===== src/hw/rtl/bpc_pkg.sv =====
// Shared types, codes and helpers for the button press classifier.
package bpc_pkg;

  // Phase of the press classifier
  typedef enum logic [2:0] {
    PH_IDLE    = 3'd0,
    PH_CONFIRM = 3'd1,
    PH_HELD    = 3'd2,
    PH_GAP     = 3'd3,
    PH_HOLDOFF = 3'd4,
    PH_RELEASE = 3'd5,
    PH_QUIET   = 3'd6
  } phase_t;

  // Event codes reported per beat
  typedef enum logic [2:0] {
    EV_NONE     = 3'd0,
    EV_SINGLE   = 3'd1,
    EV_DOUBLE   = 3'd2,
    EV_LONG     = 3'd3,
    EV_VERYLONG = 3'd4
  } event_t;

  // Configuration register indexes
  localparam logic [2:0] REG_DEBOUNCE  = 3'd0;
  localparam logic [2:0] REG_LONG      = 3'd1;
  localparam logic [2:0] REG_VERY_LONG = 3'd2;
  localparam logic [2:0] REG_DBL_GAP   = 3'd3;
  localparam logic [2:0] REG_HOLDOFF   = 3'd4;
  localparam logic [2:0] REG_QUIET     = 3'd5;

  // Register reset values in ticks
  localparam logic [7:0]  DEBOUNCE_RST  = 8'd3;
  localparam logic [15:0] LONG_RST      = 16'd150;
  localparam logic [15:0] VERY_LONG_RST = 16'd450;
  localparam logic [15:0] DBL_GAP_RST   = 16'd50;
  localparam logic [15:0] HOLDOFF_RST   = 16'd50;
  localparam logic [15:0] QUIET_RST     = 16'd20;

  // Saturating increments
  function automatic logic [7:0] sat_inc8(input logic [7:0] v);
    sat_inc8 = (v == 8'hFF) ? v : v + 8'd1;
  endfunction

  function automatic logic [15:0] sat_inc16(input logic [15:0] v);
    sat_inc16 = (v == 16'hFFFF) ? v : v + 16'd1;
  endfunction

endpackage


===== src/hw/rtl/button_press_classifier.sv =====
// Button press classifier: debounces ticks of an active-low button and reports events.
//
// Usage:
//   Slave stream (s_*) takes one beat per tick; s_tdata[0] is the sampled
//   button level, 0 meaning pressed. Every accepted beat yields exactly one
//   result beat on the master stream (m_*): event code (0 none, 1 single,
//   2 double, 3 long, 4 very long) and a busy flag that is set while the
//   classifier is not idle after that tick.
//   Timing thresholds are set through the cfg_* write port (index 0..5:
//   debounce, long, very long, double gap, holdoff, quiet; other indexes
//   are dropped). Write them only while the block is idle; cfg_ready is
//   always high.
// Result timing and throughput:
//   A result appears in the cycle after its input beat is accepted; one beat
//   per cycle is sustained while m_tready is high. The whole state update is
//   one pass of logic between the state registers and the result register.
// Reset:
//   rst clears the classifier to idle, the counters to zero, the thresholds
//   to their defaults and drops any pending result.
// Stall:
//   While a result waits with m_tready low, s_tready is low; it rises again
//   in the same cycle the waiting result is taken.
module button_press_classifier
  import bpc_pkg::*;
(
  input  logic        clk,
  input  logic        rst,
  // Slave stream
  input  logic        s_tvalid,
  output logic        s_tready,
  input  logic [7:0]  s_tdata,   // [0] button_level, [7:1] zero
  // Master stream
  output logic        m_tvalid,
  input  logic        m_tready,
  output logic [7:0]  m_tdata,   // [2:0] event_code, [3] busy_res, [7:4] zero
  // Configuration write channel
  input  logic        cfg_valid,
  output logic        cfg_ready,
  input  logic [2:0]  cfg_index,
  input  logic [15:0] cfg_data
);

  // Threshold registers
  logic [7:0]  debounce_ticks;
  logic [15:0] long_ticks;
  logic [15:0] very_long_ticks;
  logic [15:0] double_gap_ticks;
  logic [15:0] holdoff_ticks;
  logic [15:0] quiet_ticks;

  // Classifier state
  phase_t      phase, phase_next;
  logic [7:0]  filter_count, filter_count_next;
  logic [15:0] press_timer, press_timer_next;
  logic [15:0] wait_count, wait_count_next;
  event_t      event_next;

  logic in_beat;
  logic high;

  assign cfg_ready = 1'b1;
  assign s_tready  = !m_tvalid || m_tready;
  assign in_beat   = s_tvalid && s_tready;
  assign high      = s_tdata[0];

  // Configuration writes
  always_ff @(posedge clk) begin
    if (rst) begin
      debounce_ticks   <= DEBOUNCE_RST;
      long_ticks       <= LONG_RST;
      very_long_ticks  <= VERY_LONG_RST;
      double_gap_ticks <= DBL_GAP_RST;
      holdoff_ticks    <= HOLDOFF_RST;
      quiet_ticks      <= QUIET_RST;
    end else if (cfg_valid) begin
      unique case (cfg_index)
        REG_DEBOUNCE:  debounce_ticks   <= cfg_data[7:0];
        REG_LONG:      long_ticks       <= cfg_data;
        REG_VERY_LONG: very_long_ticks  <= cfg_data;
        REG_DBL_GAP:   double_gap_ticks <= cfg_data;
        REG_HOLDOFF:   holdoff_ticks    <= cfg_data;
        REG_QUIET:     quiet_ticks      <= cfg_data;
        default: ;
      endcase
    end
  end

  // One tick of the classifier
  always_comb begin
    logic decided;
    phase_next        = phase;
    filter_count_next = filter_count;
    press_timer_next  = press_timer;
    wait_count_next   = wait_count;
    event_next        = EV_NONE;
    decided           = 1'b0;

    // Waiting phases fall through on the same tick once satisfied
    if (phase_next == PH_HOLDOFF) begin
      if (wait_count_next >= holdoff_ticks) begin
        phase_next      = PH_RELEASE;
        wait_count_next = '0;
      end else begin
        wait_count_next = sat_inc16(wait_count_next);
      end
    end
    if (phase_next == PH_RELEASE && high) begin
      phase_next      = PH_QUIET;
      wait_count_next = '0;
    end
    if (phase_next == PH_QUIET) begin
      if (wait_count_next >= quiet_ticks) begin
        phase_next      = PH_IDLE;
        wait_count_next = '0;
      end else begin
        wait_count_next = sat_inc16(wait_count_next);
      end
    end
    if (phase_next == PH_IDLE && !high) begin
      phase_next        = PH_CONFIRM;
      filter_count_next = '0;
      press_timer_next  = '0;
    end

    // Press classification
    case (phase_next)
      PH_CONFIRM: begin
        if (!high) begin
          if (filter_count_next >= debounce_ticks) begin
            filter_count_next = '0;
            phase_next        = PH_HELD;
          end
          filter_count_next = sat_inc8(filter_count_next);
        end else begin
          // glitch: rejected without an event
          decided = 1'b1;
        end
      end
      PH_HELD: begin
        if (high) begin
          if (filter_count_next >= debounce_ticks) begin
            if (press_timer_next >= long_ticks) begin
              event_next = EV_LONG;
              decided    = 1'b1;
            end else begin
              press_timer_next  = '0;
              filter_count_next = '0;
              phase_next        = PH_GAP;
            end
          end
          if (!decided) filter_count_next = sat_inc8(filter_count_next);
        end else begin
          filter_count_next = '0;
          if (press_timer_next >= very_long_ticks) begin
            event_next = EV_VERYLONG;
            decided    = 1'b1;
          end
        end
      end
      PH_GAP: begin
        // low samples count cumulatively toward a second press
        if (!high) begin
          if (filter_count_next >= debounce_ticks) begin
            event_next = EV_DOUBLE;
            decided    = 1'b1;
          end else begin
            filter_count_next = sat_inc8(filter_count_next);
          end
        end
        if (!decided && press_timer_next >= double_gap_ticks) begin
          event_next = EV_SINGLE;
          decided    = 1'b1;
        end
      end
      default: ;
    endcase

    if (phase_next == PH_CONFIRM || phase_next == PH_HELD || phase_next == PH_GAP) begin
      if (decided) begin
        phase_next        = (event_next == EV_NONE) ? PH_QUIET : PH_HOLDOFF;
        wait_count_next   = '0;
        filter_count_next = '0;
      end else begin
        press_timer_next = sat_inc16(press_timer_next);
      end
    end
  end

  // State and result registers
  always_ff @(posedge clk) begin
    if (rst) begin
      phase        <= PH_IDLE;
      filter_count <= '0;
      press_timer  <= '0;
      wait_count   <= '0;
      m_tvalid     <= 1'b0;
    end else begin
      if (in_beat) begin
        phase        <= phase_next;
        filter_count <= filter_count_next;
        press_timer  <= press_timer_next;
        wait_count   <= wait_count_next;
      end
      if (in_beat) begin
        m_tvalid <= 1'b1;
      end else if (m_tready) begin
        m_tvalid <= 1'b0;
      end
    end
  end

  always_ff @(posedge clk) begin
    if (in_beat) begin
      m_tdata <= {4'd0, (phase_next != PH_IDLE), event_next};
    end
  end

`ifndef SYNTHESIS
  // Every accepted beat shows up as a result on the next cycle
  a_result_follows: assert property (@(posedge clk) disable iff (rst)
    in_beat |=> m_tvalid)
    else $error("accepted beat produced no result");

  // Any reported event leaves the classifier busy (in holdoff)
  a_event_busy: assert property (@(posedge clk) disable iff (rst)
    (m_tvalid && m_tdata[2:0] != EV_NONE) |-> m_tdata[3])
    else $error("event reported while idle");

  // The wait counter is only used in holdoff, release and quiet
  a_wait_clear: assert property (@(posedge clk) disable iff (rst)
    (phase == PH_IDLE || phase == PH_CONFIRM || phase == PH_HELD || phase == PH_GAP)
      |-> (wait_count == 16'd0))
    else $error("wait counter not cleared outside waiting phases");

  // Event code stays within the defined set
  a_code_range: assert property (@(posedge clk) disable iff (rst)
    m_tvalid |-> (m_tdata[2:0] <= EV_VERYLONG))
    else $error("undefined event code");
`endif

endmodule


===== config.mk =====
export PLATFORM = sky130hd
export DESIGN_NAME = button_press_classifier
export DESIGN_NICKNAME = d
export VERILOG_FILES = /design/src/hw/rtl/bpc_pkg.sv /design/src/hw/rtl/button_press_classifier.sv
export SDC_FILE = /design/constraint.sdc
export NUM_CORES = 1
export LEC_CHECK = 0
export BUFFER_PORTS_ARGS = -buffer_cell sky130_fd_sc_hd__buf_2
export CAP_MARGIN = 10
export CORE_MARGIN = 1.5
export CORE_UTILIZATION = 30
export CTS_CLUSTER_DIAMETER = 100
export DETAILED_ROUTE_END_ITERATION = 10
export GPL_ROUTABILITY_DRIVEN = 0
export PLACE_DENSITY = 0.52
export SLEW_MARGIN = 10
export SYNTH_ARGS = -nofsm -noshare
export SYNTH_HDL_FRONTEND = slang
export SYNTH_SLANG_ARGS = --single-unit

===== constraint.sdc =====
create_clock -name clk -period 7.5 [get_ports clk]
set_clock_uncertainty 0.05 [all_clocks]
set_input_delay 1.125 -clock clk [delete_from_list [all_inputs] [get_ports clk]]
set_output_delay 1.125 -clock clk [all_outputs]
set_load 0.005 [all_outputs]

==> run metrics, run 1 <==
sequential fraction of the synthesis area=27.7%; die footprint=approximately 34000 um2; initial core utilization=30.6%; Overall Power=1900 uW; total track usage=19.4%; Max-Slew Margin vs Limit=a little over a quarter; Synth Instances=1365; quantity of hold-fixing buffers added after cts=0; count of cells along the worst hold path=2; Port Buffer Count=30; combined area of the multi-input logic cells=approximately 6600 um2; CP Launch Type=flip-flop; Compound-Gate Fraction of Synth Area=23.4%; remaining number of nets flagged by the antenna check after routing=0; clock share of power=between 40% and 50%; Peak VDD IR=approximately 150 uV; Horiz. Die Dim=185 um; type of element capturing the critical path=flip-flop; Area Overhead vs Synth=20.5%; largest family of logic cells by synthesized area=simple AND/OR/NAND/NOR gates; transition time of the tightest slew-check pin=1090 ps; Synth Area in Adders=between 10 and 15%; critical-path maximum fanout=11; clock tree buffer depth=2; number of vias per cell after detailed routing=about 5.3; maximum number of pins on one net before global-route repair=78; per-cell routed wire length=between 15 and 20 um; Internal Pwr Total=around 1300 uW; GR Overflow Total=0; simple-gate area share of the yosys netlist=about 26%; area of the core=around 33000 um2; cell seen most often among critical-path stages=sky130_fd_sc_hd__ha_1; number of global-route vias before repair=around 9400; global-route wire length before repair=approximately 52 mm; number of enable-type register cells in the synthesized netlist=4; Max Cap Violations=0; post-detailed-routing wire length=about 32 mm; final period utilization=a little over nine tenths; vias after detailed routing=between 10000 and 15000; share of the synthesized netlist area taken by xor and xnor gates=2.64%; signal arrival time at the worst endpoint=roughly 7500 ps; number of antenna diodes=0; vertical die dimension=~190 um; initial antenna violation count=0; DRC violations left=0; H-tree Lvls=4; 1st-iter DRT viols=between 800 and 900; total number of clock tree sinks=between 100 and 150; half-perimeter wire length after placement=roughly 25 mm; post-synthesis async set-or-reset flop share=0%; result of the run=finished, final reports clean; post-placement cell area=roughly 11000 um2; portion of total power attributed to combinational logic=about 17%; DRT Pass-1 Iters=5; Crit-path slowest cell=sky130_fd_sc_hd__or4_4; final worst-path setup slack=around 350 ps; pins over their slew limit=0; CP Data Required Time=7810 ps; Core Rows=66; Worst path max stage delay=550 ps; Clock Tree Root=sky130_fd_sc_hd__clkbuf_16; Yosys warning total=0; multiplexer fraction of the synthesized cell area=under 10%; number of buffers created by CTS=17; sequential cell area=about 2800 um2; Setup WS pre-CTS=-75.3 ps; power density over cell area=around 160 nW/um2; final hold viol count=0; reported leakage power=between 0.004 and 0.005 uW; Setup violations, final=0; share of cells above drive strength 1=about 16%; ports placed on the boundary=between 40 and 50; total number of nets in the final design=1588; final standard cell area without fillers=about 12000 um2; proportion of power drawn by flip-flops and latches=about 40%; switching power as a share of total power=a little under a third; Primary FF master, synth=sky130_fd_sc_hd__dfxtp_1; number of flip-flops and latches in the synthesized netlist=about 140; depth of the most critical reg-to-reg path=34; category of the critical setup timing path=flip-flop to flip-flop; clock latency of the later-clocked register in the worst-skew pair=approximately 440 ps; top achievable clock speed=~140 MHz; P_sw=between 600 and 700 uW; clk slew on worst S/H paths=~70 ps; setup total negative slack=0 ps; post-synthesis cell type count=84; min-delay worst type=flip-flop to flip-flop; synthesized area per cell=between 7 and 8 um2; cell area after synthesis=9970 um2; Final min period=roughly 7200 ps; clock tree from TritonCTS=built; Post-Route Hold Slack=405 ps; Filler Cells Inserted=3483
-- power groups by stage --
stage                     clock [uW]  combinational (uW)  sequential, uW
final                            825                 315             758
after global routing             870                 344             760
after CTS                        843                 307             758
after detailed placement           0                 304             774
after global placement             0                 302             774
after floorplan                    0                 182             767
-- critical path, delay by kind of cell, from the launching register on --
family	cells	cell delay (ps)
flops	1	340
fa+ha+maj	4	1060
simple gates	16	3320
compound gates	9	1610
buf+inv	5	680
-- layout make-up --
class                   count  area share (%)
clock inverters            15            1.11
repair buffers            159            9.43
multi-input cells        1046            55.0
flip-flops and latches    136            23.0
well taps                 442            4.60
clock buffers              17            3.54
inverters                 105            3.28
-- metrics by stage --
step / utilization, % / cells
6_report: 36.8 / 1920
5_1_grt: 36.8 / 1920
4_1_cts: 36.3 / 1915
3_5_place_dp: 34.5 / 1883
3_3_place_gp: 34.5 / 1883
2_1_floorplan: - / 1368
-- cells in the mapped netlist, types with 11 or more instances --
| cell type | count | area (um2) |
|---|---|---|
| sky130_fd_sc_hd__buf_2 | 13 | 65.1 |
| sky130_fd_sc_hd__clkbuf_1 | 54 | 203 |
| sky130_fd_sc_hd__and3_1 | 21 | 131 |
| sky130_fd_sc_hd__mux2i_1 | 11 | 110 |
| sky130_fd_sc_hd__nor2_1 | 68 | 255 |
| sky130_fd_sc_hd__dfxtp_1 | 132 | 2640 |
| sky130_fd_sc_hd__xnor2_1 | 21 | 184 |
| sky130_fd_sc_hd__o21ai_0 | 60 | 300 |
| sky130_fd_sc_hd__nand3_1 | 42 | 210 |
| sky130_fd_sc_hd__a21oi_1 | 132 | 661 |
| sky130_fd_sc_hd__a211oi_1 | 27 | 203 |
| sky130_fd_sc_hd__and2_1 | 26 | 163 |
| sky130_fd_sc_hd__nand2_1 | 259 | 972 |
| sky130_fd_sc_hd__nand2b_1 | 11 | 68.8 |
| sky130_fd_sc_hd__inv_1 | 103 | 387 |
| sky130_fd_sc_hd__nor3_1 | 24 | 120 |
| sky130_fd_sc_hd__ha_1 | 91 | 1140 |
| sky130_fd_sc_hd__o211ai_1 | 33 | 248 |
| sky130_fd_sc_hd__a31oi_1 | 15 | 93.8 |
| sky130_fd_sc_hd__nand4_1 | 21 | 131 |
-- cell usage in the layout, fill, tap and decap left out, types with 7 or more instances in the layout --
| cell | instances |
|---|---|
| sky130_fd_sc_hd__a211oi_1 | 23 |
| sky130_fd_sc_hd__a21oi_1 | 129 |
| sky130_fd_sc_hd__a31oi_1 | 15 |
| sky130_fd_sc_hd__and2_1 | 24 |
| sky130_fd_sc_hd__and3_1 | 21 |
| sky130_fd_sc_hd__buf_2 | 29 |
| sky130_fd_sc_hd__buf_4 | 127 |
| sky130_fd_sc_hd__clkbuf_16 | 17 |
| sky130_fd_sc_hd__dfxtp_1 | 132 |
| sky130_fd_sc_hd__ha_1 | 89 |
| sky130_fd_sc_hd__inv_1 | 102 |
| sky130_fd_sc_hd__mux2i_1 | 11 |
| sky130_fd_sc_hd__nand2_1 | 259 |
| sky130_fd_sc_hd__nand2b_1 | 11 |
| sky130_fd_sc_hd__nand3_1 | 42 |
| sky130_fd_sc_hd__nand4_1 | 21 |
| sky130_fd_sc_hd__nor2_1 | 63 |
| sky130_fd_sc_hd__nor2_2 | 8 |
| sky130_fd_sc_hd__nor2b_1 | 7 |
| sky130_fd_sc_hd__nor3_1 | 22 |
| sky130_fd_sc_hd__nor4_1 | 7 |
| sky130_fd_sc_hd__o2111ai_1 | 7 |
| sky130_fd_sc_hd__o211ai_1 | 33 |
| sky130_fd_sc_hd__o21a_1 | 8 |
| sky130_fd_sc_hd__o21ai_0 | 56 |
| sky130_fd_sc_hd__o21ai_1 | 9 |
| sky130_fd_sc_hd__o22ai_1 | 7 |
| sky130_fd_sc_hd__or3_1 | 7 |
| sky130_fd_sc_hd__or4_1 | 8 |
| sky130_fd_sc_hd__xnor2_1 | 21 |
| sky130_fd_sc_hd__xor2_1 | 9 |
-- logic make-up after synthesis --
group,count (synthesis)
simple gates,541
compound gates,367
buf+inv,186
flops,136
fa+ha+maj,91
xor+xnor,30
mux,12
other cells,2
-- layer usage --
metal | global-route usage [%] | part of all wire [%] | wire length, um | up-vias
met4 | 5.59 | 2.1 | 661 | 0
li1 | - | - | - | 5043
met3 | 2.93 | 5.7 | 1840 | 61
met1 | 27.1 | 47 | 15300 | 4685
met2 | 30.6 | 45 | 14400 | 308
met5 | 0 | 0 | 0 | -
-- registers in the layout (all words and copies together), names as in the netlist, 4 cells and up --
signal            cells
debounce_ticks        8
double_gap_ticks     16
filter_count          8
holdoff_ticks        16
long_ticks           16
m_tdata               4
press_timer          16
quiet_ticks          16
very_long_ticks      16
wait_count           16
-- path summary, 6_finish.rpt --
kind	from	end	slack, ps
worst max-delay path	holdoff_ticks[15]	press_timer[2]	350
worst min-delay path	debounce_ticks[7]	debounce_ticks[7]	400
worst max register to register	holdoff_ticks[15]	press_timer[2]	350
worst min register to register	debounce_ticks[7]	debounce_ticks[7]	400
-- repair_timing --
action	4_1_cts	5_1_grt
resized for setup	2	33
pin swaps	1	10
endpoints found under the setup margin	10	23
buffers inserted	0	5
endpoints found under the hold margin	0	0
Note: power is estimated with default switching activity, not from simulation.
==> run 2, diff against run 1 <==
--- a/config.mk
+++ b/config.mk
@@ -7,7 +7,6 @@
 export LEC_CHECK = 0
 export BUFFER_PORTS_ARGS = -buffer_cell sky130_fd_sc_hd__buf_2
 export CAP_MARGIN = 10
-export CORE_MARGIN = 1.5
 export CORE_UTILIZATION = 30
 export CTS_CLUSTER_DIAMETER = 100
 export DETAILED_ROUTE_END_ITERATION = 10
==> run 2 against run 1 <==
Sequential cell count unchanged. Maximum frequency increased by 0.56%. Register-to-register slack improved by 40 ps. Critical path depth grew 2. Power is 1.1% higher. Clock power up 3.0%. Sequential share of layout area increased by 0.39 points. First-iteration DRC count down 18%. Non-clock buffer count down 28. Sequential power is essentially flat. Highest routed layer unchanged.
==> run metrics, run 2 (synthesized netlist as in run 1, its figures left out) <==
post-placement cell area=~11000 um2; transition time of the tightest slew-check pin=around 1200 ps; half-perimeter wire length after placement=roughly 25 mm; CP Data Required Time=~8000 ps; initial core utilization=a little under a third; vertical die dimension=184 um; CP Launch Type=flip-flop; Max Cap Violations=0; Final min period=roughly 7100 ps; number of buffers created by CTS=17; Horiz. Die Dim=around 180 um; Area Overhead vs Synth=18.5%; Worst path max stage delay=550 ps; Port Buffer Count=30; setup total negative slack=0 ps; GR Overflow Total=0; critical-path maximum fanout=14; category of the critical setup timing path=flip-flop to flip-flop; DRC violations left=0; Core Rows=66; type of element capturing the critical path=flip-flop; total track usage=between 10% and 20%; Clock Tree Root=sky130_fd_sc_hd__clkbuf_16; post-detailed-routing wire length=around 32 mm; reported leakage power=between 0.004 and 0.005 uW; Final Core Density=approximately 36%; Peak VDD IR=about 130 uV; Max-Slew Margin vs Limit=about a fifth; initial antenna violation count=0; clock tree from TritonCTS=built; cell seen most often among critical-path stages=sky130_fd_sc_hd__ha_1; number of global-route vias before repair=9601; final hold viol count=0; power density over cell area=about 160 nW/um2; final period utilization=94.8%; ports placed on the boundary=43; clock tree buffer depth=2; number of vias per cell after detailed routing=roughly 5.3; min-delay worst type=flip-flop to flip-flop; maximum number of pins on one net before global-route repair=75; share of cells above drive strength 1=roughly 14%; result of the run=finished, final reports clean; Setup violations, final=0; quantity of hold-fixing buffers added after cts=0; most frequent standard cell in the layout excluding fill and tap cells=sky130_fd_sc_hd__nand2_1; Post-Route Hold Slack=403 ps; remaining number of nets flagged by the antenna check after routing=0; total number of clock tree sinks=between 100 and 150; 1st-iter DRT viols=between 700 and 800; Crit-path slowest cell=sky130_fd_sc_hd__or4_4; commonest cells after routing, fill and taps aside=sky130_fd_sc_hd__nand2_1, sky130_fd_sc_hd__dfxtp_1, sky130_fd_sc_hd__a21oi_1; H-tree Lvls=4; area of the core=32600 um2; clk slew on worst S/H paths=~80 ps; pins over their slew limit=0; vias after detailed routing=10000; signal arrival time at the worst endpoint=7440 ps; per-cell routed wire length=around 17 um; top achievable clock speed=~140 MHz; total number of nets in the final design=1560; DRT Pass-1 Iters=6; global-route wire length before repair=~52 mm; number of antenna diodes=0; final standard cell area without fillers=~12000 um2; clock latency of the later-clocked register in the worst-skew pair=~450 ps; die footprint=~34000 um2
run 2: cell type report:
class,count,area (um2)
inverters,105,394
fillers,3502,20800
repair buffers,131,940
clock buffers,17,425
multi-input cells,1046,6580
clock inverters,15,150
well taps,442,553
flip-flops and latches,136,2760
run 2: repair_timing:
item / CTS / global route
gates resized for setup: 0 / 21
setup buffers: 0 / 4
setup endpoints to repair: 0 / 24
run 2: final timing paths:
check        cells after the start  slack [ps]           startpoint                  end
min reg2reg                      2         400  double_gap_ticks[7]  double_gap_ticks[7]
min                              2         400  double_gap_ticks[7]  double_gap_ticks[7]
max reg2reg                     36         390    holdoff_ticks[15]       press_timer[2]
max                             36         390    holdoff_ticks[15]       press_timer[2]
run 2: power breakdown:
| part | internal, uW | switching [uW] | total, uW |
|---|---|---|---|
| clock | 445 | 405 | 850 |
| combinational | 112 | 199 | 311 |
| sequential | 744 | 14.4 | 758 |
run 2: routing by layer:
metal	share of wire [%]	GRT usage (%)	up-vias
li1	-	-	4992
met1	48	26.5	4782
met2	46	32.5	228
met3	4.0	2.77	34
met4	1.6	6.03	0
met5	0	0	-
run 2: through the flow:
stage | instances | setup WS [ps] | total power, uW
6_report | 1892 | 387 | 1920
5_1_grt | 1892 | -65.6 | 1990
4_1_cts | 1888 | 72.4 | 1920
3_5_place_dp | 1856 | 79.1 | 1070
3_3_place_gp | 1856 | 155 | 1070
2_1_floorplan | 1368 | 6.39 | 949
run 2: worst max-delay path: cells and delay by family (launching register included):
family | cells | cell delay (ps)
flip-flops | 1 | 330
buffers and inverters | 7 | 870
adder cells (fa/ha/maj) | 4 | 1050
AND/OR/NAND/NOR | 18 | 3310
AO/OA/AOI/OAI | 7 | 1410
